===== src/rtl/rfvq_max.sv =====
`timescale 1ns / 1ps
// Shared maximum unit: largest of a base value and two optionally enabled values.
module rfvq_max #(
	parameter int W = 13
) (
	input  logic [W-1:0] base,
	input  logic [W-1:0] x,
	input  logic         x_en,
	input  logic [W-1:0] y,
	input  logic         y_en,
	output logic [W-1:0] result
);

	logic [W-1:0] xm;
	logic [W-1:0] ym;
	logic [W-1:0] xy;

	// Disabled operands count as zero.
	always_comb begin
		xm     = x_en ? x : '0;
		ym     = y_en ? y : '0;
		xy     = (xm >= ym) ? xm : ym;
		result = (base >= xy) ? base : xy;
	end

endmodule


===== config.mk =====
export PLATFORM = sky130hd
export DESIGN_NAME = rfvq_max
export DESIGN_NICKNAME = d
export VERILOG_FILES = /design/src/rtl/rfvq_max.sv
export SDC_FILE = /design/constraint.sdc
export NUM_CORES = 1
export LEC_CHECK = 0
export BUFFER_PORTS_ARGS = -buffer_cell sky130_fd_sc_hd__buf_2
export CAP_MARGIN = 20
export CORE_UTILIZATION = 53
export DETAILED_ROUTE_END_ITERATION = 10
export PLACE_DENSITY = 0.91
export SLEW_MARGIN = 20
export SYNTH_ARGS = -nofsm -noshare
export SYNTH_HDL_FRONTEND = slang
export SYNTH_SLANG_ARGS = --single-unit

===== constraint.sdc =====
create_clock -name vclk -period 13.5
set_clock_uncertainty 0.2 [all_clocks]
set_input_delay 2.025 -clock vclk [all_inputs]
set_output_delay 2.025 -clock vclk [all_outputs]
set_load 0.005 [all_outputs]

==> flow_metrics.env <==
export IMPL_status="finished clean"
export IMPL_nClkBuffers=0
export IMPL_grt_max_degree=27
export IMPL_grt_use_total_pct=27.9
export IMPL_drt_initial_drc_count=50
export IMPL_dieWidth_microns=47.1
export IMPL_grt_pass1_vias=1174
export IMPL_synthCells=162
export IMPL_ys_top_cells_by_area="ha_1, and2_1, a31oi_1"
export IMPL_synth_nets=226
export IMPL_postRouteWirelength_mm=2.93
export IMPL_yosys_area_top_type="ha_1"
export IMPL_worst_setup_path_type="input pin to output port"
export IMPL_num_rows=15
export IMPL_ir_drop_mv=0.0239
export IMPL_drc=0
export IMPL_min_period_ps=8330
export IMPL_fin_area_sq_mm=0.00135
export IMPL_endpoint_kind="output port"
export IMPL_finalSetupTns_ps=0
export IMPL_layout_drive_gt1_share_pct=29.0
export IMPL_powerDensity_mw_per_mm2=49.8
export IMPL_via_per_inst=5.83
export IMPL_synth_top_area_share_pct=26.7
export IMPL_cp_start_kind="input pin"
export IMPL_hold_viol=0
export IMPL_n_fill_cell=163
export IMPL_crit_family="compound AO/OA/AOI/OAI gates"
export IMPL_crit_arrival_ps=6100
export IMPL_final_common_cell="buf_2"
export IMPL_ys_seq_area_share_pct=0
export IMPL_ctsHoldBuffers=0
export IMPL_placed_area_sq_mm=0.00134
export IMPL_drt_pass1_iterations=4
export IMPL_postRouteAntennaNets=0
export IMPL_initial_core_util_pct=59.3
export IMPL_gp_congestion=0.838
export IMPL_slew_headroom_pct=48.0
export IMPL_maxCapViolations=0
export IMPL_power_uw=67.2
export IMPL_setup_viol=0
export IMPL_crit_buf_inv=2
export IMPL_period_share_pct=61.7
export IMPL_coreArea_sq_mm=0.00182
export IMPL_dieArea_sq_mm=0.00222
export IMPL_layout_common_cells="buf_2, and2_1, ha_1, nand2_1, nor2_1"
export IMPL_maxSlewViolCount=0
export IMPL_synthesis_area_sq_mm=0.00108
export IMPL_synthToLayoutAreaGrowth_pct=25.1
export IMPL_wl_per_cell_microns=12.6
export IMPL_ctsResizeCount=0
export IMPL_seq_cells=0
export IMPL_grt_overflow_total=0
export IMPL_setup_ws_ps=5170
export IMPL_vias=1352
export IMPL_io_pins=54
export IMPL_crit_path_max_incr_delay_ps=650
export IMPL_ys_types=32
export IMPL_cp_required_ps=11270
export IMPL_crit_chain="buf_2, and2_1, ha_1, nand2b_1, maj3_1, a21oi_1, o32ai_4, or3_1, and2_1, ha_1, a211oi_1, o21bai_1, a21oi_1, o21a_1, nor2_1, a31oi_1, buf_2"
export IMPL_post_cts_buffers=0
export IMPL_worstPathMaxFanout=26
export IMPL_avgSynthCellArea_sq_um=6.67
export IMPL_die_h_microns=47.1
export IMPL_holdCritPathClass="input pin to output port"
export IMPL_port_buffer_count=54
export IMPL_rsz0062_at_grt="no"
export IMPL_grt_pass1_wl_mm=4.66
export IMPL_tightest_slew_ps=780
export IMPL_seqCellArea_sq_um=0
export IMPL_crit_slowest_cell="o21a_1"
export IMPL_fmax_ghz=0.120
export IMPL_nNetsFinal=273
export IMPL_antenna_found_initial=0
export IMPL_n_antenna_cell=0
export IMPL_ys_warn_count=0
export IMPL_hpwl_mm=2.53
export IMPL_power_leakage_nw=0.617
export IMPL_place_ws_ps=5150
[report_power, final]
| part | internal, mW | leakage, nW | switching, mW |
|---|---|---|---|
| clock network | 0 | 0 | 0 |
| logic | 0.0310 | 0.617 | 0.0362 |
| registers | 0 | 0 | 0 |
| total | 0.0310 | 0.617 | 0.0362 |
[kinds of logic (layout without fill, tap and decap cells)]
kind of cell,count (synthesis),count (layout),synth area share (%)
buffers and inverters,11,56,4.87
adder cells (fa/ha/maj),25,25,28.6
AO/OA/AOI/OAI,49,49,28.6
AND/OR/NAND/NOR,76,76,37.1
XOR/XNOR,1,1,0.811
[layout make-up]
cell class / count / area (sq um) / area share [%]
Timing Repair Buffer: 54 / 270 / 20.0
Tap cell: 25 / 31.3 / 2.31
Inverter: 2 / 7.51 / 0.556
Multi-Input combinational cell: 151 / 1040 / 77.1
[per-stage QoR]
step,hold WS [ps],cells,util [%]
2_1_floorplan,3980,162,-
3_3_place_gp,4190,232,73.4
3_5_place_dp,4200,232,73.4
4_1_cts,4200,232,73.4
5_1_grt,4220,232,74.2
6_report,4200,232,74.2
[layer usage]
layer | vias to the layer above | GRT usage, % | wire (microns)
met5 | - | 0 | 0
met4 | 0 | 5.71 | 40
met3 | 4 | 1.15 | 204
met2 | 68 | 48.3 | 1390
met1 | 588 | 38.4 | 1300
li1 | 692 | - | -
[worst paths after layout]
check             startpoint        end  slack [ps]  cells past startpoint
setup / recovery        y_en  result[1]        5170                     17
hold / removal       base[0]  result[0]        4200                      4
[cell usage after synthesis]
master     n
and2_1    24
ha_1      23
nand2_1   15
nor2_1    15
a31oi_1   13
o21ai_1   13
or3_1     12
a21oi_1    7
clkbuf_1   7
o21ai_0    6
nand4_1    3
inv_1      2
nand3_1    2
o21a_1     2
a2111o_1   1
a211oi_1   1
a211oi_2   1
a21o_1     1
a311o_1    1
and2_4     1
buf_4      1
buf_6      1
maj3_1     1
maj3_2     1
nand2_2    1
nand2b_1   1
nor3_1     1
nor3b_1    1
o21bai_1   1
o32a_1     1
o32ai_2    1
xnor2_1    1
Power figures use the tool's default switching activity.
